[src/ts_packet_classifier_assert.svh]
// assertion macros for the transport stream packet classifier
// no dependencies; ASSERT_OFF removes every check
`ifndef TS_PACKET_CLASSIFIER_ASSERT_SVH
`define TS_PACKET_CLASSIFIER_ASSERT_SVH
`ifndef ASSERT_OFF
`define TSPC_ASSERT(label, clk, rst, prop) \
   label: assert property (@(posedge clk) disable iff (rst) prop) \
      else $error("tspc assertion failed");
`define TSPC_NEVER(label, clk, rst, cond) \
   label: assert property (@(posedge clk) disable iff (rst) !(cond)) \
      else $error("tspc forbidden condition");
`else
`define TSPC_ASSERT(label, clk, rst, prop)
`define TSPC_NEVER(label, clk, rst, cond)
`endif
`endif

[src/tspc_pkg.sv]
// shared types, codes and constants of the transport stream packet classifier
// no dependencies
package tspc_pkg;
   localparam int PACKET_BYTES_DEF = 188;
   localparam int COUNT_BITS_DEF   = 32;
   localparam int PID_SLOTS        = 8192;
   localparam int PID_BITS         = 13;
   localparam int HDR_KEEP         = 28;
   localparam int HDR_IDX_BITS     = 5;

   localparam logic [7:0]  SYNC_BYTE      = 8'h47;
   localparam logic [12:0] NULL_PID       = 13'h1FFF;
   localparam logic [12:0] PAT_PID        = 13'h0000;
   localparam logic [12:0] CAT_PID        = 13'h0001;
   localparam logic [12:0] CONTENT_LO     = 13'h0020;
   localparam logic [12:0] CONTENT_HI     = 13'h1FFE;
   localparam logic [12:0] MARKER_PID_RST = 13'h1FF0;
   localparam logic [7:0]  MARKER_TID_RST = 8'hBF;
   localparam logic [11:0] MARKER_LEN_RST = 12'd20;
   localparam logic [7:0]  PCR_MIN_AF_LEN = 8'd7;
   localparam logic [41:0] PCR_MULT       = 42'd300;

   localparam logic [1:0] REG_MARKER_PID = 2'd0;
   localparam logic [1:0] REG_MARKER_TID = 2'd1;
   localparam logic [1:0] REG_MARKER_LEN = 2'd2;

   localparam logic [1:0] ACT_BYTE     = 2'd0;
   localparam logic [1:0] ACT_PID_READ = 2'd1;
   localparam logic [1:0] ACT_SUM_READ = 2'd2;
   localparam logic [1:0] ACT_UNUSED   = 2'd3;

   localparam logic [12:0] SUM_TOTAL   = 13'd0;
   localparam logic [12:0] SUM_SYNC    = 13'd1;
   localparam logic [12:0] SUM_MARKER  = 13'd2;
   localparam logic [12:0] SUM_NULL    = 13'd3;
   localparam logic [12:0] SUM_CONTENT = 13'd4;
   localparam logic [12:0] SUM_PCR     = 13'd5;

   typedef enum logic [2:0] {
      CLS_SYNC_ERR = 3'd0,
      CLS_NULL     = 3'd1,
      CLS_MARKER   = 3'd2,
      CLS_PAT      = 3'd3,
      CLS_CAT      = 3'd4,
      CLS_CONTENT  = 3'd5,
      CLS_RESERVED = 3'd6,
      CLS_COUNTER  = 3'd7
   } class_type;

   typedef enum logic [1:0] {
      MST_NONE    = 2'd0,
      MST_VALID   = 2'd1,
      MST_INVALID = 2'd2
   } marker_status_type;

   typedef enum logic [1:0] {
      KIND_REPORT   = 2'd0,
      KIND_PID_READ = 2'd1,
      KIND_SUM_READ = 2'd2
   } kind_type;

   typedef struct packed {
      class_type         packet_class;
      logic [12:0]       packet_pid;
      logic              pcr_found;
      logic [41:0]       pcr_value;
      marker_status_type marker_status;
      logic [31:0]       marker_sequence;
      logic [15:0]       marker_non_null;
      logic [15:0]       marker_null;
      logic [15:0]       rtp_start_seq;
      logic [15:0]       rtp_next_seq;
      logic [31:0]       stream_ssrc;
      logic [31:0]       counter_value;
   } rsp_type;

   typedef struct packed {
      logic cnt_we;
      logic total;
      logic sync_err;
      logic marker;
      logic null_pkt;
      logic content;
      logic pcr;
   } upd_type;
endpackage

[src/tspc_report.sv]
// report decode: classifies a captured header or answers a counter read, and builds one result beat
// depends on tspc_pkg
module tspc_report #(
   parameter int COUNT_BITS = tspc_pkg::COUNT_BITS_DEF
) (
   input  tspc_pkg::kind_type  kind,
   input  logic [12:0]         index,
   input  logic [7:0]          hdr [tspc_pkg::HDR_KEEP],
   input  logic [12:0]         mark_pid,
   input  logic [7:0]          marker_tid,
   input  logic [11:0]         marker_len,
   input  logic [COUNT_BITS-1:0] pid_count,
   input  logic [COUNT_BITS-1:0] sum_value,
   output tspc_pkg::rsp_type   rsp,
   output tspc_pkg::upd_type   upd
);
   logic [12:0] pid;
   logic [11:0] slen;
   logic [32:0] pcr_hi;
   logic [8:0]  pcr_ext;

   assign pid      = {hdr[1][4:0], hdr[2]};
   assign slen     = {hdr[6][3:0], hdr[7]};
   assign pcr_hi   = {hdr[6], hdr[7], hdr[8], hdr[9], hdr[10][7]};
   assign pcr_ext  = {hdr[10][0], hdr[11]};

   always_comb begin
      rsp = '0;
      upd = '0;
      case (kind)
         tspc_pkg::KIND_PID_READ: begin
            rsp.packet_class  = tspc_pkg::CLS_COUNTER;
            rsp.packet_pid    = index;
            rsp.counter_value = 32'(pid_count);
         end
         tspc_pkg::KIND_SUM_READ: begin
            rsp.packet_class  = tspc_pkg::CLS_COUNTER;
            rsp.packet_pid    = index;
            rsp.counter_value = 32'(sum_value);
         end
         tspc_pkg::KIND_REPORT: begin
            upd.total = 1'b1;
            if (hdr[0] != tspc_pkg::SYNC_BYTE) begin
               upd.sync_err     = 1'b1;
               rsp.packet_class = tspc_pkg::CLS_SYNC_ERR;
            end else begin
               upd.cnt_we     = 1'b1;
               rsp.packet_pid = pid;
               if (pid == tspc_pkg::NULL_PID) begin
                  upd.null_pkt     = 1'b1;
                  rsp.packet_class = tspc_pkg::CLS_NULL;
               end else if (pid == mark_pid) begin
                  upd.marker       = 1'b1;
                  rsp.packet_class = tspc_pkg::CLS_MARKER;
                  if (hdr[1][6] && hdr[4] == 8'd0) begin
                     if (hdr[5] == marker_tid && slen == marker_len) begin
                        rsp.marker_status   = tspc_pkg::MST_VALID;
                        rsp.marker_sequence = {hdr[8], hdr[9], hdr[10], hdr[11]};
                        rsp.marker_non_null = {hdr[12], hdr[13]};
                        rsp.marker_null     = {hdr[14], hdr[15]};
                        rsp.rtp_start_seq   = {hdr[18], hdr[19]};
                        rsp.rtp_next_seq    = {hdr[22], hdr[23]};
                        rsp.stream_ssrc     = {hdr[24], hdr[25], hdr[26], hdr[27]};
                     end else begin
                        rsp.marker_status = tspc_pkg::MST_INVALID;
                     end
                  end
               end else if (pid == tspc_pkg::PAT_PID) begin
                  rsp.packet_class = tspc_pkg::CLS_PAT;
               end else if (pid == tspc_pkg::CAT_PID) begin
                  rsp.packet_class = tspc_pkg::CLS_CAT;
               end else begin
                  if (hdr[3][5] && hdr[4] >= tspc_pkg::PCR_MIN_AF_LEN && hdr[5][4]) begin
                     upd.pcr       = 1'b1;
                     rsp.pcr_found = 1'b1;
                     rsp.pcr_value = 42'(pcr_hi) * tspc_pkg::PCR_MULT + 42'(pcr_ext);
                  end
                  if (pid inside {[tspc_pkg::CONTENT_LO:tspc_pkg::CONTENT_HI]}) begin
                     upd.content      = 1'b1;
                     rsp.packet_class = tspc_pkg::CLS_CONTENT;
                  end else begin
                     rsp.packet_class = tspc_pkg::CLS_RESERVED;
                  end
               end
            end
         end
         default: begin
            rsp = '0;
            upd = '0;
         end
      endcase
   end
endmodule

[config.mk]
export PLATFORM = sky130hd
export DESIGN_NAME = tspc_report
export DESIGN_NICKNAME = d
export VERILOG_FILES = /design/src/ts_packet_classifier_assert.svh /design/src/tspc_pkg.sv /design/src/tspc_report.sv
export SDC_FILE = /design/constraint.sdc
export NUM_CORES = 1
export LEC_CHECK = 0
export BUFFER_PORTS_ARGS = -buffer_cell sky130_fd_sc_hd__buf_4
export CAP_MARGIN = 20
export CORE_AREA = 2 2 217 219
export DETAILED_ROUTE_END_ITERATION = 8
export DIE_AREA = 0 0 219 221
export GPL_ROUTABILITY_DRIVEN = 1
export MAX_ROUTING_LAYER = met4
export PLACE_DENSITY = 0.49
export SLEW_MARGIN = 10
export SYNTH_ARGS = -nofsm -noshare
export SYNTH_HDL_FRONTEND = slang
export SYNTH_SLANG_ARGS = --single-unit
[constraint.sdc]
create_clock -name vclk -period 16.3
set_input_delay 1.63 -clock vclk [all_inputs]
set_output_delay 1.63 -clock vclk [all_outputs]
set_load 0.01 [all_outputs]
==> run metrics, run 1 <==
f_max=115 MHz; Post-Syn Instances=1,184; Max Slew Vio Count=0; PwrDens=86.5 mW/mm^2; Fin. Hold Viols=0; Setup WS post-layout=7.58 ns; Leakage Power=6.68 nW; routed vias=10,200; Unique masters post-synth=79; Die Height=221 um; register area=0 um^2; CP Capture Type=output port; DP Area=0.0130 mm^2; crit path time final=8.72 ns; sequential cells=0; Max-Cap Viols=0; crit path cell chain=buf_4, ha_1, ha_1, fa_1, inv_1, fa_1, inv_1, ha_1, a21oi_1, o21ai_2, a31oi_1, nand2_1, a311oi_1, nand3_1, or4_4, or3_1, a21oi_1, buf_4; post-route design area=0.0131 mm^2; largest net degree at the start of global routing=130; Setup Buffers After CTS=0; crit-path max cell delay=0.75 ns; most frequent CP cell=ha_1; grt total ovfl=0; CP arrival=7.09 ns; most common cell in the synthesized netlist=inv_1; Core Area=0.0461 mm^2; most instantiated cells after synthesis=166 x inv_1, 137 x and2_1, 123 x ha_1, 85 x nor2_1, 67 x nand2_1; CLK BUF=0; Vias per Instance=4.48; post-detail-place hpwl=39,400 um; Avg WL per Cell=19.6 um; VDD IR-drop max=0.0371 mV; Final setup viols=0; DR iter-0 viols=491; net switching power=0.000691 W; outcome=completed; DRC viols=0; drt total wl=44,600 um; Pint=0.000439 W; CP required=14.67 ns; starting density of the core=0.185; Flop pwr share=0; nets@finish=2,179; Netlist Area Pre-Place=0.00852 mm^2; Sw Share=0.612; Ports=564; die area=0.0484 mm^2; I/O Buffers=523; Hold/Removal Path Class=in2out; Post-CTS Hold Buffers=0; layout cells sized above 1=0.340; gp weighted congestion=0.968; Yosys top cell by area=ha_1; DRT Pass-1 Iters=7; Die Width=219 um; largest cells by area after synthesis=ha_1 18%, fa_1 14%, and2_1 10%, inv_1 7.3%, xnor2_1 4.7%; CP Max Fanout=9; Rows=79; Setup WS pre-CTS=7.66 ns; slowest stage cell on the critical path=a311oi_1; post-route clock period utilization=0.535; Mean Syn Cell Area=7.20 um^2; Slew @ Worst Pin=1.02 ns; initial antenna violation count=4; setup total negative slack=0 ns; normalized max-slew margin=0.322; WP buf/inv=4; Yosys top cell area share=0.181; register area share after synthesis=0; antenna viol nets, final=0; Area growth syn-to-layout=53.3%; Yosys warning count=0; fill count=5,091; GRT Total Usage=0.178; first-pass GRT wire length=63,800 um; CP Class=in2out; Post-Syn Nets=1,701; Setup crit start kind=input port; vias in the first global route=9,888; RSZ-0062 raised after global routing=false; family with the most delay on the worst path=adder cells; part of the power in combinational logic=1.000; # resized after CTS=0; clock share of power=0
[cell families after synthesis]
logic type      share of synthesized area
compound gates                      0.192
mux                               0.00250
simple gates                        0.304
fa+ha+maj                           0.317
xor+xnor                           0.0863
buf+inv                            0.0988
[area by class of cell]
class | count | area (um^2) | area share
Multi-Input combinational cell | 966 | 7690 | 0.588
Inverter | 166 | 623 | 0.0477
Timing Repair Buffer | 528 | 3980 | 0.305
Antenna cell | 6 | 15.0 | 0.00115
Tap cell | 607 | 759 | 0.0581
[power groups by stage]
stage                            Clock, W  Combinational [W]  Sequential [W]
after floorplan                         0           0.000827               0
after global placement                  0            0.00111               0
after detailed placement                0            0.00113               0
after CTS                               0            0.00113               0
after global routing      0.0000000000250            0.00126               0
final                     0.0000000000327            0.00113               0
[layout by cell type, fill, tap and decap left out, drive strengths merged, types with 4 or more instances in the layout]
master   Yosys  routed
or4          7       7
nor2b       43      43
and3         7       7
a21o        10      10
o2111ai      4       4
ha         123     123
a2111oi      5       5
a21oi       62      62
nand2b       4       4
fa          58      58
o31a         4       4
nand2       67      67
or3         11      11
nand4       21      21
xor2        38      38
o211ai       4       4
diode        0       6
nor2        85      85
and2       138     138
xnor2       46      46
a22oi       45      45
o21ai       45      45
nor3        20      20
nand3       25      25
inv        166     166
nor4        21      21
buf         19     528
and4         5       5
o21bai       7       7
o21a        11      11
a211oi      10      10
[worst paths after layout]
check	cells after the start	slack, ns	startpoint	to
worst max-delay path	18	7.58	hdr[151]	rsp[192]
worst min-delay path	3	3.54	hdr[104]	rsp[104]
[routing by layer]
metal,vias up,track usage,part of all wire
li1,4979,-,-
met1,4884,0.232,0.46
met2,305,0.304,0.48
met3,18,0.0191,0.052
met4,0,0.0161,0.011
met5,-,-,0
[through the flow]
stage	total power [W]	cells	hold slack [ns]	utilization
after floorplan	0.000827	1184	3.40	-
after global placement	0.00111	2265	3.54	0.283
after detailed placement	0.00113	2265	3.54	0.283
after CTS	0.00113	2265	3.54	0.283
after global routing	0.00126	2271	3.55	0.284
final	0.00113	2273	3.54	0.284
(Power assumes the default switching activity.)
==> run 2: changes to the inputs <==
Settings changed: CORE_AREA 2 2 217 219 to 2 2 222 224, DIE_AREA 0 0 219 221 to 0 0 224 226.
Clock period 16.3 ns to 7.67 ns, I/O delays scaled along.
==> run 2 against run 1 <==
Compared with the run above: die area up 4.6%; largest cell class unchanged; first-iteration DRC count down 22%; worst hold slack got worse by 1.7 ns; count of clock-buffer cells in the layout stayed put; routed wire length increased by 0.24%; design area grew 0.39%; global-route usage shrank 0.67 points; flip-flop and latch count stayed put; non-clock buffer count is 6 higher; critical path type unchanged; power increased by 120%; sequential share of layout area unchanged.
==> run metrics, run 2 (same netlist as run 1, synthesis figures left out) <==
outcome=completed (unchanged); GRT Total Usage=0.171 (was 0.178); CP Capture Type=output port (unchanged); Max Slew Vio Count=0 (unchanged); Max-Cap Viols=0 (unchanged); first-pass GRT wire length=63,700 um (was 63,800 um); net switching power=0.00148 W (was 0.000691 W); post-detail-place hpwl=39,900 um (was 39,400 um); normalized max-slew margin=0.437 (was 0.322); setup total negative slack=0 ns (unchanged); largest net degree at the start of global routing=49 (was 130); Setup Buffers After CTS=0 (unchanged); sequential cells=0 (unchanged); Hold/Removal Path Class=in2out (unchanged); Sw Share=0.607 (was 0.612); antenna viol nets, final=0 (unchanged); grt total ovfl=0 (unchanged); Avg WL per Cell=19.5 um (was 19.6 um); Vias per Instance=4.44 (was 4.48); Pint=0.000957 W (was 0.000439 W); post-route clock period utilization=0.908; vias in the first global route=9,914 (was 9,888); Area growth syn-to-layout=53.9% (was 53.3%); Final Non-Filler Cells=2,289 (was 2,273); nets@finish=2,185 (was 2,179); Setup crit start kind=input port (unchanged); commonest non-fill, non-tap cell in the layout=buf_4 (unchanged); part of the power in combinational logic=1.000 (about the same); crit path cell chain=buf_4, ha_1, ha_1, fa_1, inv_1, fa_1, inv_1, ha_1, nand2_1, o21ai_1, a22o_1, or3_1, o211ai_1, nor4_1, nand4_1, nor3_2, a41oi_1, a211oi_2, buf_4 (was buf_4, ha_1, ha_1, fa_1, inv_1, fa_1, inv_1, ha_1, a21oi_1, o21ai_2, a31oi_1, nand2_1, a311oi_1, nand3_1, or4_4, or3_1, a21oi_1, buf_4); Post-CTS Hold Buffers=0 (unchanged); Die Height=226 um (was 221 um); routed vias=10,200 (about the same); Flop pwr share=0 (about the same); DRC viols=0 (unchanged); Fin. Hold Viols=0 (unchanged); crit path time final=6.96 ns; CP Max Fanout=9 (unchanged); CLK BUF=0 (unchanged); Ports=564 (unchanged); register area=0 um^2 (unchanged); Slew @ Worst Pin=0.843 ns (was 1.02 ns); I/O Buffers=523 (unchanged); Leakage Power=6.71 nW (was 6.68 nW); Die Width=224 um (was 219 um); DR iter-0 viols=381 (was 491); most frequent CP cell=ha_1 (unchanged); PwrDens=186 mW/mm^2 (was 86.5 mW/mm^2); DRT Pass-1 Iters=5 (was 7); Layout Utilization=0.271 (was 0.284); starting density of the core=0.176 (was 0.185); CP Class=in2out (unchanged); clock share of power=0 (about the same); gp weighted congestion=0.951 (was 0.968); slowest stage cell on the critical path=nor4_1 (was a311oi_1); DP Area=0.0131 mm^2 (was 0.0130 mm^2); most frequent cells in the layout=532 x buf_4, 166 x inv_1, 137 x and2_1 (was 526 x buf_4, 166 x inv_1, 137 x and2_1); # resized after CTS=0 (unchanged); CP required=6.90 ns (was 14.67 ns); Rows=81 (was 79); die area=0.0506 mm^2 (was 0.0484 mm^2); RSZ-0062 raised after global routing=false (unchanged); crit-path max cell delay=0.55 ns (was 0.75 ns); VDD IR-drop max=0.0713 mV (was 0.0371 mV); CP arrival=6.19 ns (was 7.09 ns); layout cells sized above 1=0.342 (was 0.340); initial antenna violation count=4 (unchanged); post-route design area=0.0131 mm^2 (about the same); Core Area=0.0483 mm^2 (was 0.0461 mm^2); Final setup viols=0 (unchanged); drt total wl=44,700 um (was 44,600 um); placed insts=2,286 (was 2,265); f_max=144 MHz
-- run 2: cell types whose count changed in the layout (fill, tap and decap cells not counted) --
| cell | previous run | this run |
|---|---|---|
| buf_4 | 526 | 532 |
| diode_2 | 6 | 1 |
-- run 2: worst max-delay path: cells and delay by family --
| family | cells | cell delay, ns |
|---|---|---|
| buffers and inverters | 4 | 0.40 |
| and+or+nand+nor | 5 | 1.62 |
| AOI/OAI and AO/OA | 5 | 1.36 |
| adders and majority gates | 5 | 2.04 |
-- run 2: cell type report --
class	count	area [um^2]
Timing Repair Buffer	534	4020
Fill cell	5376	35200
Multi-Input combinational cell	966	7690
Inverter	166	623
Antenna cell	1	2.50
Tap cell	622	778
-- run 2: metrics by stage --
stage               power [W]  setup WS, ns  hold slack (ns)
detailed placement    0.00243         0.708             1.82
global route          0.00275         0.225             1.83
global placement      0.00240         0.809             1.82
CTS                   0.00244         0.710             1.82
finish                0.00244         0.709             1.82
floorplan             0.00176          1.73             1.68
-- run 2: layer usage --
| metal | routed length [um] | vias up | GRT usage | part of all wire |
|---|---|---|---|---|
| met2 | 21900 | 308 | 0.296 | 0.49 |
| met4 | 677 | 0 | 0.0213 | 0.015 |
| met1 | 19700 | 4845 | 0.215 | 0.44 |
| met5 | 0 | - | - | 0 |
| met3 | 2410 | 26 | 0.0258 | 0.054 |
| li1 | - | 4980 | - | - |
-- run 2: final timing paths --
path  cells past startpoint  slack (ns)     start        to
min                       3        1.82  hdr[116]  rsp[116]
max                      19        0.71  hdr[157]  rsp[203]
-- run 2: power by group through the flow --
| stage | clock (W) | sequential [W] | combinational, W |
|---|---|---|---|
| after CTS | 0 | 0 | 0.00244 |
| after floorplan | 0 | 0 | 0.00176 |
| after detailed placement | 0 | 0 | 0.00243 |
| final | 0.0000000000178 | 0 | 0.00244 |
| after global routing | 0.0000000000177 | 0 | 0.00275 |
| after global placement | 0 | 0 | 0.00240 |
==> run 3: changes to the inputs <==
Settings changed: CELL_PAD_IN_SITES_DETAIL_PLACEMENT set to 1, CELL_PAD_IN_SITES_GLOBAL_PLACEMENT set to 1, PLACE_DENSITY 0.49 to 0.64.
==> run 3 against run 2 <==
Compared with the run above: routed wire length increased by 7.3%; core utilization about the same; die area unchanged; worst setup slack got worse by 0.063 ns; cell count increased by 0.22%; critical path depth unchanged; global-route usage increased by 1.3 points; worst hold slack improved by 0.0017 ns; design area about the same; combinational power about the same; fmax decreased by 0.89%; largest power group unchanged.
==> run metrics, run 3 (same netlist as run 1, synthesis figures left out) <==
grt total ovfl=0 (unchanged); starting density of the core=0.176 (unchanged); gp weighted congestion=0.955 (was 0.951); Hold/Removal Path Class=in2out (unchanged); largest net degree at the start of global routing=51 (was 49); Avg WL per Cell=20.9 um (was 19.5 um); Setup WS pre-CTS=0.701 ns (was 0.708 ns); VDD IR-drop max=0.0633 mV (was 0.0713 mV); Setup crit start kind=input port (unchanged); routed vias=10,300 (was 10,200); post-route design area=0.0131 mm^2 (about the same); DR iter-0 viols=418 (was 381); most frequent cells in the layout=531 x buf_4, 166 x inv_1, 137 x and2_1 (was 532 x buf_4, 166 x inv_1, 137 x and2_1); sequential cells=0 (unchanged); fill count=5,969 (was 5,376); CLK BUF=0 (unchanged); Most Used Layer, Global Route=met2 (unchanged); initial antenna violation count=11 (was 4); Fin. Hold Viols=0 (unchanged); crit path time final=7.02 ns (was 6.96 ns); Ports=564 (unchanged); nets@finish=2,184 (was 2,185); commonest non-fill, non-tap cell in the layout=buf_4 (unchanged); Max-Cap Viols=0 (unchanged); I/O Buffers=523 (unchanged); Final setup viols=0 (unchanged); CP required=6.90 ns (about the same); normalized max-slew margin=0.358 (was 0.437); met2 Usage GRT=0.306 (was 0.296); CP arrival=6.26 ns (was 6.19 ns); hold_ws=1.82 ns (about the same); Layout Utilization=0.271 (about the same); Slew @ Worst Pin=0.960 ns (was 0.843 ns); met1 Use GR=0.244 (was 0.215); setup total negative slack=0 ns (unchanged); DRT Pass-1 Iters=5 (unchanged); # resized after CTS=0 (unchanged); die area=0.0506 mm^2 (unchanged); CP Max Fanout=7 (was 9); antenna viol nets, final=0 (unchanged); register area=0 um^2 (unchanged); first-pass GRT wire length=68,200 um (was 63,700 um); GRT Total Usage=0.184 (was 0.171); drt total wl=47,900 um (was 44,700 um); PwrDens=188 mW/mm^2 (was 186 mW/mm^2); outcome=completed (unchanged); Leakage Power=6.71 nW (about the same); DRC viols=0 (unchanged); vias in the first global route=10,500 (was 9,914); M3 GR Usage=0.0247 (was 0.0258); Core Area=0.0483 mm^2 (unchanged); post-detail-place hpwl=42,800 um (was 39,900 um); f_max=142 MHz (was 144 MHz); Setup WS post-layout=0.647 ns (was 0.709 ns); Post-CTS Hold Buffers=0 (unchanged); CP Capture Type=output port (unchanged); Setup Buffers After CTS=0 (unchanged); Die Width=224 um (unchanged); Vias per Instance=4.50 (was 4.44); RSZ-0062 raised after global routing=false (unchanged); DP Area=0.0131 mm^2 (about the same); CP Class=in2out (unchanged); Rows=81 (unchanged); layout cells sized above 1=0.342 (about the same); Max Slew Vio Count=0 (unchanged); post-route clock period utilization=0.916 (was 0.908); Die Height=226 um (unchanged); Area growth syn-to-layout=53.9% (about the same)
==> run 3: cell types whose count changed in the layout (fill, tap and decap cells not counted) <==
cell / before / now
buf_8: 2 / 1
buf_6: 0 / 1
diode_2: 1 / 7
buf_4: 532 / 531
==> run 3: power by group <==
group	switching, W	total, W	internal (W)	leakage [nW]
Sequential	0	0	0	0
Clock	0	0.0000000000975	0.0000000000974	0.0000474
Combinational	0.00150	0.00246	0.000961	6.71
==> run 3: critical path, cell delays in order <==
cell and delay [ns]:
buf_4 0.15, ha_1 0.30, ha_1 0.29, fa_1 0.49, inv_1 0.05, fa_1 0.48, inv_1 0.05, ha_1 0.45
nand2_1 0.17, a211oi_2 0.30, o21bai_1 0.17, a21boi_0 0.46, o21ai_0 0.25, a211oi_1 0.54, nand4_1 0.31, nor3_2 0.40
a41oi_1 0.20, a211oi_2 0.25, buf_4 0.16
==> run 3: through the flow <==
step           total power [W]  std cells
3_3_place_gp           0.00241       2285
4_1_cts                0.00247       2285
5_1_grt                0.00278       2292
3_5_place_dp           0.00247       2285
6_report               0.00246       2294
2_1_floorplan          0.00176       1184
==> run 3: path summary, 6_finish.rpt <==
| path | from | to | slack [ns] | cells past startpoint |
|---|---|---|---|---|
| worst min-delay path | hdr[112] | rsp[112] | 1.82 | 3 |
| worst max-delay path | hdr[148] | rsp[203] | 0.65 | 19 |
==> run 3: area by class of cell <==
cell class                 count  area [um^2]  area share
inverter                     166          623      0.0475
tap                          622          778      0.0593
multi-input combinational    966         7690       0.586
antenna                        7         17.5     0.00134
timing repair buffer         533         4010       0.306
==> run 3: metal layers <==
metal	vias up	share of wire
met5	-	0
met4	0	0.014
met3	28	0.050
met2	294	0.47
met1	5008	0.47
li1	4996	-
